--- config.mk ---
export PLATFORM = sky130hd
export DESIGN_NAME = first_fit_page_allocator
export DESIGN_NICKNAME = d
export VERILOG_FILES = /design/src/ffpa_pkg.sv /design/src/ffpa_ctrl.sv /design/src/ffpa_datapath.sv /design/src/first_fit_page_allocator.sv
export SDC_FILE = /design/constraint.sdc
export NUM_CORES = 1
export LEC_CHECK = 0
export BUFFER_PORTS_ARGS = -buffer_cell sky130_fd_sc_hd__clkbuf_2
export CAP_MARGIN = 20
export CORE_MARGIN = 2
export CORE_UTILIZATION = 55
export CTS_CLUSTER_SIZE = 14
export DETAILED_ROUTE_END_ITERATION = 8
export GPL_TIMING_DRIVEN = 1
export PLACE_DENSITY_LB_ADDON = 0.3
export SKIP_LAST_GASP = 1
export SLEW_MARGIN = 20
export SYNTH_ARGS = -nofsm -noshare
export SYNTH_HDL_FRONTEND = slang
export SYNTH_HIERARCHICAL = 1
export SYNTH_SLANG_ARGS = --single-unit
--- constraint.sdc ---
create_clock -name clk -period 5.5 [get_ports clk]
set_clock_uncertainty 0.15 [all_clocks]
set_input_delay 0 -clock clk [delete_from_list [all_inputs] [get_ports clk]]
set_output_delay 0 -clock clk [all_outputs]
set_load 0.05 [all_outputs]
--- src/ffpa_pkg.sv ---
// ----------------------------------------------------------------------------
// ffpa_pkg
// Shared types and codes of the first-fit page allocator: request kinds,
// result status codes, controller states and the command/status bundles
// between controller and datapath.
// ----------------------------------------------------------------------------
package ffpa_pkg;

	// request kinds
	localparam logic KIND_ALLOC = 1'b0;
	localparam logic KIND_FREE  = 1'b1;

	// result status codes
	localparam logic STATUS_OK   = 1'b0;
	localparam logic STATUS_FAIL = 1'b1;

	// saturation limit of the used byte count
	localparam logic [18:0] USED_MAX = 19'h7FFFF;

	// controller states
	typedef enum logic [2:0] {
		ST_CLEAR,
		ST_IDLE,
		ST_SCAN,
		ST_FIND,
		ST_SIZE_RD,
		ST_CHECK,
		ST_WALK,
		ST_RESP
	} ffpa_state_t;

	// commands from controller to datapath
	typedef struct packed {
		logic clear;
		logic accept;
		logic scan;
		logic find;
		logic size_rd;
		logic check;
		logic walk;
		logic resp;
	} ffpa_cmd_t;

	// status from datapath to controller
	typedef struct packed {
		logic clr_last;
		logic req_alloc;
		logic req_zero;
		logic off_in;
		logic scan_hit;
		logic scan_fail;
		logic find_hit;
		logic size_zero;
		logic walk_last;
	} ffpa_stat_t;

endpackage

--- src/ffpa_ctrl.sv ---
// ----------------------------------------------------------------------------
// ffpa_ctrl
// Controller state machine: clearing pass after reset, request intake,
// first-fit scan, page lookup for frees, mark/clear walk and response.
// ----------------------------------------------------------------------------
module ffpa_ctrl
	import ffpa_pkg::*;
(
	input  logic       clk,
	input  logic       arst_n,
	input  logic       start,
	input  ffpa_stat_t stat,
	output ffpa_cmd_t  cmd,
	output logic       busy
);

	ffpa_state_t state_q;
	ffpa_state_t state_d;

	// state register
	always_ff @(posedge clk or negedge arst_n) begin
		if (!arst_n) begin
			state_q <= ST_CLEAR;
		end else begin
			state_q <= state_d;
		end
	end

	// next state
	always_comb begin
		state_d = state_q;
		case (state_q)
			ST_CLEAR: begin
				if (stat.clr_last) state_d = ST_IDLE;
			end
			ST_IDLE: begin
				if (start) begin
					if (stat.req_alloc) begin
						state_d = stat.req_zero ? ST_RESP : ST_SCAN;
					end else begin
						state_d = stat.off_in ? ST_FIND : ST_RESP;
					end
				end
			end
			ST_SCAN: begin
				if (stat.scan_hit) begin
					state_d = ST_WALK;
				end else if (stat.scan_fail) begin
					state_d = ST_RESP;
				end
			end
			ST_FIND: begin
				if (stat.find_hit) state_d = ST_SIZE_RD;
			end
			ST_SIZE_RD: state_d = ST_CHECK;
			ST_CHECK: begin
				state_d = stat.size_zero ? ST_RESP : ST_WALK;
			end
			ST_WALK: begin
				if (stat.walk_last) state_d = ST_RESP;
			end
			ST_RESP: state_d = ST_IDLE;
			default: state_d = ST_CLEAR;
		endcase
	end

	// outputs
	always_comb begin
		cmd         = '0;
		busy        = 1'b1;
		case (state_q)
			ST_CLEAR:   cmd.clear = 1'b1;
			ST_IDLE: begin
				busy       = 1'b0;
				cmd.accept = start;
			end
			ST_SCAN:    cmd.scan = 1'b1;
			ST_FIND:    cmd.find = 1'b1;
			ST_SIZE_RD: cmd.size_rd = 1'b1;
			ST_CHECK:   cmd.check = 1'b1;
			ST_WALK:    cmd.walk = 1'b1;
			ST_RESP:    cmd.resp = 1'b1;
			default:    cmd = '0;
		endcase
	end

endmodule

--- src/ffpa_datapath.sv ---
// ----------------------------------------------------------------------------
// ffpa_datapath
// Page busy and block size stores, scan pointer, run and page accumulators,
// used page counter and the registered result.
// ----------------------------------------------------------------------------
module ffpa_datapath
	import ffpa_pkg::*;
#(
	parameter int PAGE_COUNT = 64,
	parameter int PAGE_BYTES = 4096
)(
	input  logic        clk,
	input  logic        arst_n,
	input  ffpa_cmd_t   cmd,
	output ffpa_stat_t  stat,
	input  logic        cfg_we,
	input  logic [31:0] cfg_wdata,
	input  logic        kind,
	input  logic [18:0] request_bytes,
	input  logic [31:0] free_address,
	output logic        done,
	output logic        status,
	output logic [31:0] granted_address,
	output logic [18:0] used_bytes
);

	localparam int PTR_W = $clog2(PAGE_COUNT);
	localparam int ACC_W = $clog2(PAGE_COUNT * PAGE_BYTES + 1);
	localparam int CNT_W = $clog2(PAGE_COUNT + 1);
	localparam logic [PTR_W-1:0] LAST_PAGE = PTR_W'(PAGE_COUNT - 1);
	localparam logic [ACC_W-1:0] PB_ACC    = ACC_W'(PAGE_BYTES);
	localparam logic [32:0]      STORE     = 33'(PAGE_COUNT * PAGE_BYTES);

	// stores, cleared by a sweep after reset
	logic             busy_mem [PAGE_COUNT];
	logic [18:0]      size_mem [PAGE_COUNT];
	logic             busy_rd_q;
	logic [18:0]      size_rd_q;

	logic [31:0]      base_q;
	logic [PTR_W-1:0] ptr_q;
	logic             issue_done_q;
	logic             rd_vld_s1;
	logic [PTR_W-1:0] rd_ptr_s1;
	logic [PTR_W-1:0] run_start_q;
	logic [ACC_W-1:0] run_acc_q;
	logic [ACC_W-1:0] pg_acc_q;
	logic [ACC_W-1:0] off_q;
	logic [CNT_W-1:0] cnt_q;
	logic             kind_q;
	logic [18:0]      bytes_q;
	logic             fail_q;
	logic [31:0]      grant_q;
	logic             done_q;
	logic             status_q;
	logic [31:0]      granted_q;
	logic [18:0]      used_q;

	logic [31:0]      off_full;
	logic [ACC_W:0]   run_sum;
	logic [18:0]      walk_tgt;
	logic             ptr_last;
	logic             busy_we;
	logic             busy_wd;
	logic             size_we;
	logic [PTR_W-1:0] size_wa;
	logic [18:0]      size_wd;
	logic [ACC_W-1:0] used_prod;
	logic [31:0]      start_off;

	// request decode and status
	assign off_full = free_address - base_q;
	assign run_sum  = (ACC_W+1)'(run_acc_q) + (ACC_W+1)'(PAGE_BYTES);
	assign walk_tgt = (kind_q == KIND_FREE) ? size_rd_q : bytes_q;
	assign ptr_last = (ptr_q == LAST_PAGE);

	always_comb begin
		stat           = '0;
		stat.clr_last  = ptr_last;
		stat.req_alloc = (kind == KIND_ALLOC);
		stat.req_zero  = (request_bytes == '0);
		stat.off_in    = ({1'b0, off_full} < STORE);
		stat.scan_hit  = cmd.scan && rd_vld_s1 && !busy_rd_q &&
			(32'(run_sum) >= 32'(bytes_q));
		stat.scan_fail = cmd.scan && rd_vld_s1 && (rd_ptr_s1 == LAST_PAGE) &&
			!stat.scan_hit;
		stat.find_hit  = (32'(off_q) < 32'(pg_acc_q));
		stat.size_zero = (size_rd_q == '0);
		stat.walk_last = (32'(run_sum) >= 32'(walk_tgt)) || ptr_last;
	end

	// store write controls
	always_comb begin
		busy_we = cmd.clear || cmd.walk;
		busy_wd = cmd.walk && (kind_q == KIND_ALLOC);
		size_we = cmd.clear || stat.scan_hit || (cmd.check && !stat.size_zero);
		size_wa = stat.scan_hit ? run_start_q : ptr_q;
		size_wd = stat.scan_hit ? bytes_q : '0;
	end

	// page busy store, one write and one registered read
	always_ff @(posedge clk) begin
		if (busy_we) busy_mem[ptr_q] <= busy_wd;
		busy_rd_q <= busy_mem[ptr_q];
	end

	// block size store
	always_ff @(posedge clk) begin
		if (size_we) size_mem[size_wa] <= size_wd;
		if (cmd.size_rd) size_rd_q <= size_mem[ptr_q];
	end

	// configuration register
	always_ff @(posedge clk or negedge arst_n) begin
		if (!arst_n) begin
			base_q <= '0;
		end else if (cfg_we) begin
			base_q <= cfg_wdata;
		end
	end

	// pointer, scan pipeline and used page count
	always_ff @(posedge clk or negedge arst_n) begin
		if (!arst_n) begin
			ptr_q        <= '0;
			issue_done_q <= 1'b0;
			rd_vld_s1    <= 1'b0;
			cnt_q        <= '0;
		end else begin
			rd_vld_s1 <= cmd.scan && !issue_done_q;
			if (cmd.accept) begin
				ptr_q        <= '0;
				issue_done_q <= 1'b0;
			end else if (stat.scan_hit) begin
				ptr_q <= run_start_q;
			end else if (cmd.scan) begin
				if (!ptr_last) ptr_q <= ptr_q + PTR_W'(1);
				issue_done_q <= issue_done_q || ptr_last;
			end else if (cmd.clear || cmd.walk || (cmd.find && !stat.find_hit)) begin
				if (!ptr_last) ptr_q <= ptr_q + PTR_W'(1);
			end
			if (cmd.walk) begin
				cnt_q <= (kind_q == KIND_ALLOC) ? cnt_q + CNT_W'(1) : cnt_q - CNT_W'(1);
			end
		end
	end

	// request latch, run tracking and page accumulators
	assign start_off = 32'(run_start_q) * 32'(PAGE_BYTES);

	always_ff @(posedge clk) begin
		rd_ptr_s1 <= ptr_q;
		if (cmd.accept) begin
			kind_q      <= kind;
			bytes_q     <= request_bytes;
			off_q       <= ACC_W'(off_full);
			fail_q      <= (kind == KIND_ALLOC);
			grant_q     <= '0;
			run_acc_q   <= '0;
			run_start_q <= '0;
			pg_acc_q    <= PB_ACC;
		end else if (stat.scan_hit) begin
			fail_q    <= 1'b0;
			grant_q   <= base_q + start_off;
			run_acc_q <= '0;
		end else if (cmd.scan && rd_vld_s1) begin
			if (busy_rd_q) begin
				run_acc_q   <= '0;
				run_start_q <= rd_ptr_s1 + PTR_W'(1);
			end else begin
				run_acc_q <= ACC_W'(run_sum);
			end
		end else if (cmd.find && !stat.find_hit) begin
			pg_acc_q <= pg_acc_q + PB_ACC;
		end else if (cmd.check) begin
			run_acc_q <= '0;
		end else if (cmd.walk) begin
			run_acc_q <= ACC_W'(run_sum);
		end
	end

	// result register
	assign used_prod = ACC_W'(cnt_q) * PB_ACC;

	always_ff @(posedge clk or negedge arst_n) begin
		if (!arst_n) begin
			done_q <= 1'b0;
		end else begin
			done_q <= cmd.resp;
		end
	end

	always_ff @(posedge clk) begin
		if (cmd.resp) begin
			status_q  <= fail_q ? STATUS_FAIL : STATUS_OK;
			granted_q <= grant_q;
			used_q    <= (32'(used_prod) > 32'(USED_MAX)) ? USED_MAX : 19'(used_prod);
		end
	end

	assign done            = done_q;
	assign status          = status_q;
	assign granted_address = granted_q;
	assign used_bytes      = used_q;

endmodule

--- src/first_fit_page_allocator.sv ---
// ----------------------------------------------------------------------------
// first_fit_page_allocator
// Page allocator over PAGE_COUNT pages: first-fit allocate and free by
// address, with one result beat per request.
// ----------------------------------------------------------------------------
// After reset the block sweeps both stores with busy high. A request is
// taken when start is high and busy is low; its result beat appears on done
// in the first cycle with busy low again, and cannot be held off. An
// allocate scans the pages one per cycle through the busy store's registered
// read port, then marks the pages of the run; a zero-size allocate goes
// straight to its response. A free steps through the pages up to the
// addressed page, reads its block size and clears the pages of the block; a
// free outside the store goes straight to its response. The page stores are
// walked sequentially, one entry per cycle.
module first_fit_page_allocator
	import ffpa_pkg::*;
#(
	parameter int PAGE_COUNT = 64,
	parameter int PAGE_BYTES = 4096
)(
	input  logic        clk,
	input  logic        arst_n,
	input  logic        cfg_we,
	input  logic [31:0] cfg_wdata,
	input  logic        start,
	output logic        busy,
	input  logic        kind,
	input  logic [18:0] request_bytes,
	input  logic [31:0] free_address,
	output logic        done,
	output logic        status,
	output logic [31:0] granted_address,
	output logic [18:0] used_bytes
);

	ffpa_cmd_t  cmd;
	ffpa_stat_t stat;

	// controller
	ffpa_ctrl u_ctrl (
		.clk    (clk),
		.arst_n (arst_n),
		.start  (start),
		.stat   (stat),
		.cmd    (cmd),
		.busy   (busy)
	);

	// datapath
	ffpa_datapath #(
		.PAGE_COUNT (PAGE_COUNT),
		.PAGE_BYTES (PAGE_BYTES)
	) u_datapath (
		.clk             (clk),
		.arst_n          (arst_n),
		.cmd             (cmd),
		.stat            (stat),
		.cfg_we          (cfg_we),
		.cfg_wdata       (cfg_wdata),
		.kind            (kind),
		.request_bytes   (request_bytes),
		.free_address    (free_address),
		.done            (done),
		.status          (status),
		.granted_address (granted_address),
		.used_bytes      (used_bytes)
	);

	// a result beat only follows a busy cycle
	a_done_after_busy: assert property (@(posedge clk) disable iff (!arst_n)
		done |-> $past(busy))
		else $error("result beat without a request in flight");

	// results never come in consecutive cycles
	a_done_single: assert property (@(posedge clk) disable iff (!arst_n)
		done |=> !done)
		else $error("two result beats back to back");

	// an accepted request makes the block busy
	a_accept_busy: assert property (@(posedge clk) disable iff (!arst_n)
		(start && !busy) |=> busy)
		else $error("request accepted but block not busy");

	// a failed allocation grants no address
	a_fail_no_grant: assert property (@(posedge clk) disable iff (!arst_n)
		(done && (status == STATUS_FAIL)) |-> (granted_address == '0))
		else $error("failed allocation reports an address");

endmodule

==> results of run 1 <==
==> tightest hold or removal path: stages <==
cell	delay (ns)
clkbuf_2	0.09
ha_1	0.16
a21oi_1	0.07
o31ai_1	0.08
and2_2	0.17
o21a_1	0.11
nor2_1	0.05
xnor2_1	0.15
==> state kept, by name (all words and copies together) (netlist names), 19 cells and up <==
name / count
u_datapath/base_q: 32
u_datapath/bytes_q: 19
u_datapath/size_mem: 1216
u_datapath/size_rd_q: 19
u_datapath/busy_mem: 64
u_datapath/granted_address: 32
u_datapath/grant_q: 32
==> path summary, 6_finish.rpt <==
check	from	endpoint	slack, ns
max in group asynchronous	arst_n	u_datapath/cnt_q[2]	4.30
setup reg to reg	u_datapath/run_acc_q[12]	u_datapath/size_mem[40][12]	1.03
min in group asynchronous	arst_n	u_datapath/base_q[0]	0.36
hold reg to reg	u_datapath/grant_q[26]	u_datapath/granted_address[26]	0.28
setup / recovery	u_datapath/run_acc_q[12]	u_datapath/size_mem[40][12]	1.03
hold / removal	free_address[11]	u_datapath/off_q[15]	0.1
==> where the power goes <==
group / internal [mW] / total, mW / switching (mW) / leakage [nW]
Clock: 5.25 / 9.45 / 4.20 / 2.20
Combinational: 2.04 / 6.73 / 4.69 / 5.69
Sequential: 12.8 / 13.2 / 0.445 / 14.5
==> synth_stat cells (40+ instances only) <==
master       n
a21oi_1     95
a221oi_1   102
a22o_1     100
a22oi_1    440
a31oi_1    104
a41oi_1     40
buf_1       55
clkbuf_1   136
dfrtp_1     51
dfxtp_1     59
edfxtp_1  1367
ha_1        65
inv_1       68
nand2_1    115
nand3_1     41
nor2_1     226
nor4_1      45
o21ai_0     61
==> per-layer routing <==
| metal | up-vias | GRT usage |
|---|---|---|
| met3 | 409 | 0.0668 |
| met2 | 2365 | 0.472 |
| met5 | - | 0 |
| met1 | 17900 | 0.396 |
| li1 | 15100 | - |
| met4 | 0 | 0.132 |
==> cell usage in the layout (no fill, tap or decap), types with 13 or more instances in the layout <==
master,instances
dfxtp_1,59
nor3b_1,13
inv_1,68
a22o_1,100
o21ai_0,61
and3_1,13
clkbuf_2,129
and2_2,13
ha_1,65
clkbuf_1,41
mux2i_1,13
nand2_1,115
clkbuf_16,145
nor2b_1,14
a22oi_1,440
a221oi_1,102
nor2_1,154
nor2_4,13
clkinv_1,30
nor2_2,59
a31oi_1,104
nor4_1,42
dfrtp_1,51
clkinv_2,24
xnor2_1,39
a21o_1,20
a21oi_1,95
buf_12,14
buf_4,133
dlygate4sd3_1,184
nand4_1,39
nor3_1,17
a41oi_1,37
a211oi_1,17
xor2_1,15
edfxtp_1,1367
nand3_1,41
==> logic make-up (layout without fill, tap and decap cells) <==
family                     after synthesis  in the layout  synth area share
muxes                                   19             19           0.00349
other                                    1             13         0.0000661
xor gates and xnor gates                54             54           0.00834
AOI/OAI and AO/OA                     1029           1029             0.134
DFF                                   1477           1477             0.767
and+or+nand+nor                        594            594            0.0507
adders and majority gates               67             67            0.0150
buffers and inverters                  299            799            0.0215
==> final cells by class <==
type / instances / area (sq um) / area share
Timing Repair Buffer: 463 / 3810 / 0.0575
Sequential cell: 1477 / 43500 / 0.657
Multi-Input combinational cell: 1775 / 12400 / 0.187
Inverter: 69 / 260 / 0.00393
Clock inverter: 81 / 736 / 0.0111
Antenna cell: 1 / 2.50 / 0.0000378
Clock buffer: 186 / 3780 / 0.0571
Tap cell: 1368 / 1710 / 0.0259
==> per-stage QoR <==
step	total power, mW	area [sq um]
after global placement	19.7	59700
final	29.4	66200
after floorplan	17.2	56700
after detailed placement	19.8	59800
after CTS	29.3	66100
after global routing	30.3	66200
==> metrics, run 1 <==
flops & latches, synth=1477; CTS Hold Bufs=184; first-pass GRT wire length=232 mm; Yosys cell types=74; initial antenna violation count=1; Routed Antenna Nets=0; Worst Path Arrival=4.77 ns; Pleak=22.4 nW; DR top layer=met4; Critical Path RT=slightly below 6 ns; post-layout util=0.649; All-Layer GR Usage=0.297; WL met1=58.7 mm; Clock Tree Buf Depth=3; First DRT Iteration DRCs=4937; Max Clk Rate=224 MHz; Final Max Slew Viols=0; Die ar.=106000 sq um; Layout fillers=between 6000 and 7000; Placed Cells=around 5000; total number of vias=35800; H-tree levels=4; root buf cell=clkbuf_16; hold depth=8; yosys warns=6; Die W=325 microns; clk sinks=~1500; layout cells sized above 1=0.149; DR pass1 iterations=9; largest net degree at the start of global routing=81; area of the core=102000 sq um; Crit-path slowest cell=nor2_2; post-synth top area cell=edfxtp_1; Port Buffers=129; Stages on worst setup path=13; routed length per placed instance=a little under 30 microns; IO Count=142; Die H=325 microns; final setup fails=0; post-layout min period=4.47 ns; CP Class=flop to flop; Rel. slew slack=0.187; max incr delay on CP=between 0.8 and 0.9 ns; Critical Path Start Type=flop; nets=4086; RSZ-0062 raised after global routing=no; cell count after synthesis=3540; ys flop type=edfxtp_1; status=complete, no violations; Placement Rows=117; pwr dens=444 nW/um^2; asr flop ratio synth=0.0345; Place WS=0.987 ns; Bufs and invs on worst path=3; cell area after synthesis=56700 sq um; Hold WC Path Type=input port to flop; actual slew at the worst max-slew pin=1.21 ns; Reg clk slew, reported paths=approximately 0.060 ns; clk_lat worst skew=0.76 ns; Fin. Hold Viols=0; final WL=159 mm; worst-path cell chain=ha_1, nand3_1, nor2_1, xor2_1, ha_1, o31ai_1, a21o_2, clkinv_2, buf_4, nor2_1, a41oi_2, nor2_2, buf_4; Post-synth EDFFs=1367; post-route non-filler standard cell count=5420; routed wl met3=~18 mm; via/cell ratio=between 6 and 7; crit share post-route=0.813; post-CTS setup repair buffer count=0; Synth top area share=0.724; final worst slack=1.03 ns; final RePlAce weighted congestion=approximately 0.93; Synth area leaders=edfxtp_1 (72%), a22oi_1 (5.8%), dfrtp_1 (2.3%), dfxtp_1 (2.1%), a221oi_1 (1.6%); total CTS buffers=145; Post-CTS Resized=0; residual DRC count=0; Hold Slack=approximately 0.096 ns; vias in the first global route=34800; hpwl dp=slightly above 90 mm; TritonCTS clock tree=done; Starting Density=0.556; syn_area_per_cell=16.0 sq um; Setup TNS Final=0 ns; max-cap viol count=0; Max IR drop VDD=313 uV; WL met2=roughly 75 mm; r2r worst-path depth=13; CP max FO=20; Remaining Overflow, GRT=0; sequential fraction of the synthesis area=0.767; Setup crit end kind=flop; CP top delay family=simple AND/OR/NAND/NOR gates; area delta synth->final=16.7%
No activity file was read; power rests on OpenSTA's default activity.
==> run 2, diff against run 1 <==
clock period = 3.85 ns   (was 5.5 ns; I/O delays follow)
==> metrics, run 2 (same netlist as run 1, synthesis figures left out) <==
status=complete, no violations; Register Area=between 40000 and 50000 sq um; TritonCTS clock tree=done; Hold EP=u_ctrl/state_q[2]; Largest regs=u_datapath/size_mem: 1216 flops, u_datapath/busy_mem: 64 flops; clk_lat worst skew=0.76 ns; Die ar.=106000 sq um; Fin. Hold Viols=0; max FFs per register=1216; most frequent cell on the critical path=buf_4; Final Power=42.7 mW; post-layout util=0.661; Rel. slew slack=0.239; Final Max Slew Viols=0; Hold Startpoint=free_address[31]; Placement Rows=between 100 and 150; total number of vias=36200; root buf cell=clkbuf_16; First DRT Iteration DRCs=about 5600; internal power=29.4 mW; Die W=325 microns; max-cap viol count=0; final design instance area without fill=about 67000 sq um; hold depth=7; Reg clk slew, reported paths=0.06 ns; Critical Path RT=4.16 ns; Port Buffers=129; FF-to-FF setup slack=0.12 ns; Crit-path slowest cell=a41oi_1; Switching Share=0.313; first-pass GRT wire length=about 230 mm; clk sinks=about 1500; Bufs and invs on worst path=2; Comb pwr share=0.244; Max IR drop VDD=516 uV; CP Class=flop to flop; part of the power in registers=0.437; CP top delay family=compound AO/OA/AOI/OAI gates; worst-path cell chain=nor4_1, and3_1, nand3_1, a21oi_1, nor3b_1, a41oi_1, buf_4, nor2_2, buf_4; Pleak=23.1 nW; actual slew at the worst max-slew pin=approximately 1.1 ns; final setup fails=0; layout cells sized above 1=0.180; IO Count=roughly 140; Multi-input gate area=12300 sq um; via/cell ratio=6.60; r2r worst-path depth=9; Placement Cell Area=61600 sq um; commonest non-fill, non-tap cell in the layout=edfxtp_1; hpwl dp=roughly 97 mm; clock network power share=0.319; Clock Tree Buf Depth=3; Remaining Overflow, GRT=0; Max Clk Rate=268 MHz; nets=4158; post-layout min period=about 3.7 ns; Setup crit end kind=flop; final WL=approximately 160 mm; All-Layer GR Usage=0.300; final RePlAce weighted congestion=0.928; pwr dens=633 nW/um^2; Layout fillers=6648; largest net degree at the start of global routing=65; routed length per placed instance=just under 30 microns; area of the core=102000 sq um; Hold WC Path Type=input port to flop; vias in the first global route=35400; H-tree levels=4; switching power=about 13 mW; worst reg2reg path startpoint=u_datapath/size_rd_q[9]; residual DRC count=0; most frequent cells in the layout=edfxtp_1 (1367), a22oi_1 (440), buf_4 (194), nor2_1 (154), clkbuf_16 (149); Setup TNS Final=0 ns; total CTS buffers=146; area delta synth->final=19.0%; crit share post-route=0.970; max incr delay on CP=0.74 ns; Die H=325 microns; Worst Path Arrival=roughly 4.1 ns; reg2reg end=u_datapath/size_mem[7][8]; RSZ-0062 raised after global routing=yes; CP max FO=19; Critical Path Start Type=flop; Starting Density=0.556; DR pass1 iterations=7; initial antenna violation count=5; Routed Antenna Nets=0; Most flops, register=u_datapath/size_mem
[run 2: per-stage QoR]
| step | setup slack [ns] | instances | hold slack [ns] |
|---|---|---|---|
| floorplan | -0.263 | 3551 | -0.446 |
| global route | -0.0202 | 5484 | 0.105 |
| global placement | -0.0307 | 5100 | 0.0490 |
| CTS | 0.0349 | 5483 | 0.00389 |
| detailed placement | 0.0575 | 5100 | 0.0530 |
| finish | 0.116 | 5485 | 0.0811 |
[run 2: power by group through the flow]
stage                     registers [mW]  clock network [mW]  logic, mW
after floorplan                     19.2                   0       5.31
after global placement              19.0                   0       9.88
after detailed placement            19.0                   0       9.99
after CTS                           18.7                13.7       10.2
after global routing                18.7                14.4       10.9
final                               18.7                13.6       10.4
[run 2: worst min-delay path, stage by stage]
cell and delay, ns:
clkbuf_2 0.10, xnor2_1 0.08, xnor2_1 0.15, nor4_2 0.15, inv_1 0.14, o2111ai_1 0.21, a221oi_1 0.08
[run 2: final cells by class]
cell class / instances / area share
timing repair buffer: 534 / 0.0752
sequential: 1477 / 0.645
clock inverter: 77 / 0.00977
antenna: 1 / 0.0000371
tap: 1368 / 0.0254
inverter: 69 / 0.00388
multi-input combinational: 1775 / 0.183
clock buffer: 184 / 0.0581
[run 2: worst max path at each step]
stage | start | to | depth (start not counted)
detailed placement | u_datapath/run_acc_q[14] | u_datapath/size_mem[10][1] | 13
global placement | u_datapath/run_acc_q[12] | u_datapath/size_mem[4][16] | 13
global route | u_datapath/run_acc_q[12] | u_datapath/size_mem[7][8] | 14
finish | u_datapath/size_rd_q[9] | u_datapath/size_mem[7][8] | 9
floorplan | u_datapath/run_acc_q[12] | u_datapath/size_mem[0][12] | 11
CTS | u_datapath/run_acc_q[14] | u_datapath/size_mem[10][0] | 13
[run 2: repair_timing]
item,in CTS,in global routing
hold buffers,122,1
setup buffers,0,0
setup endpoints to repair,0,585
endpoints found under the hold margin,166,31
gates resized for setup,0,11
[run 2: routing by layer]
| metal | track usage | wire length [microns] |
|---|---|---|
| met4 | 0.133 | 7320 |
| met2 | 0.476 | 75700 |
| met3 | 0.0626 | 18700 |
| met5 | 0 | 15 |
| met1 | 0.404 | 58800 |
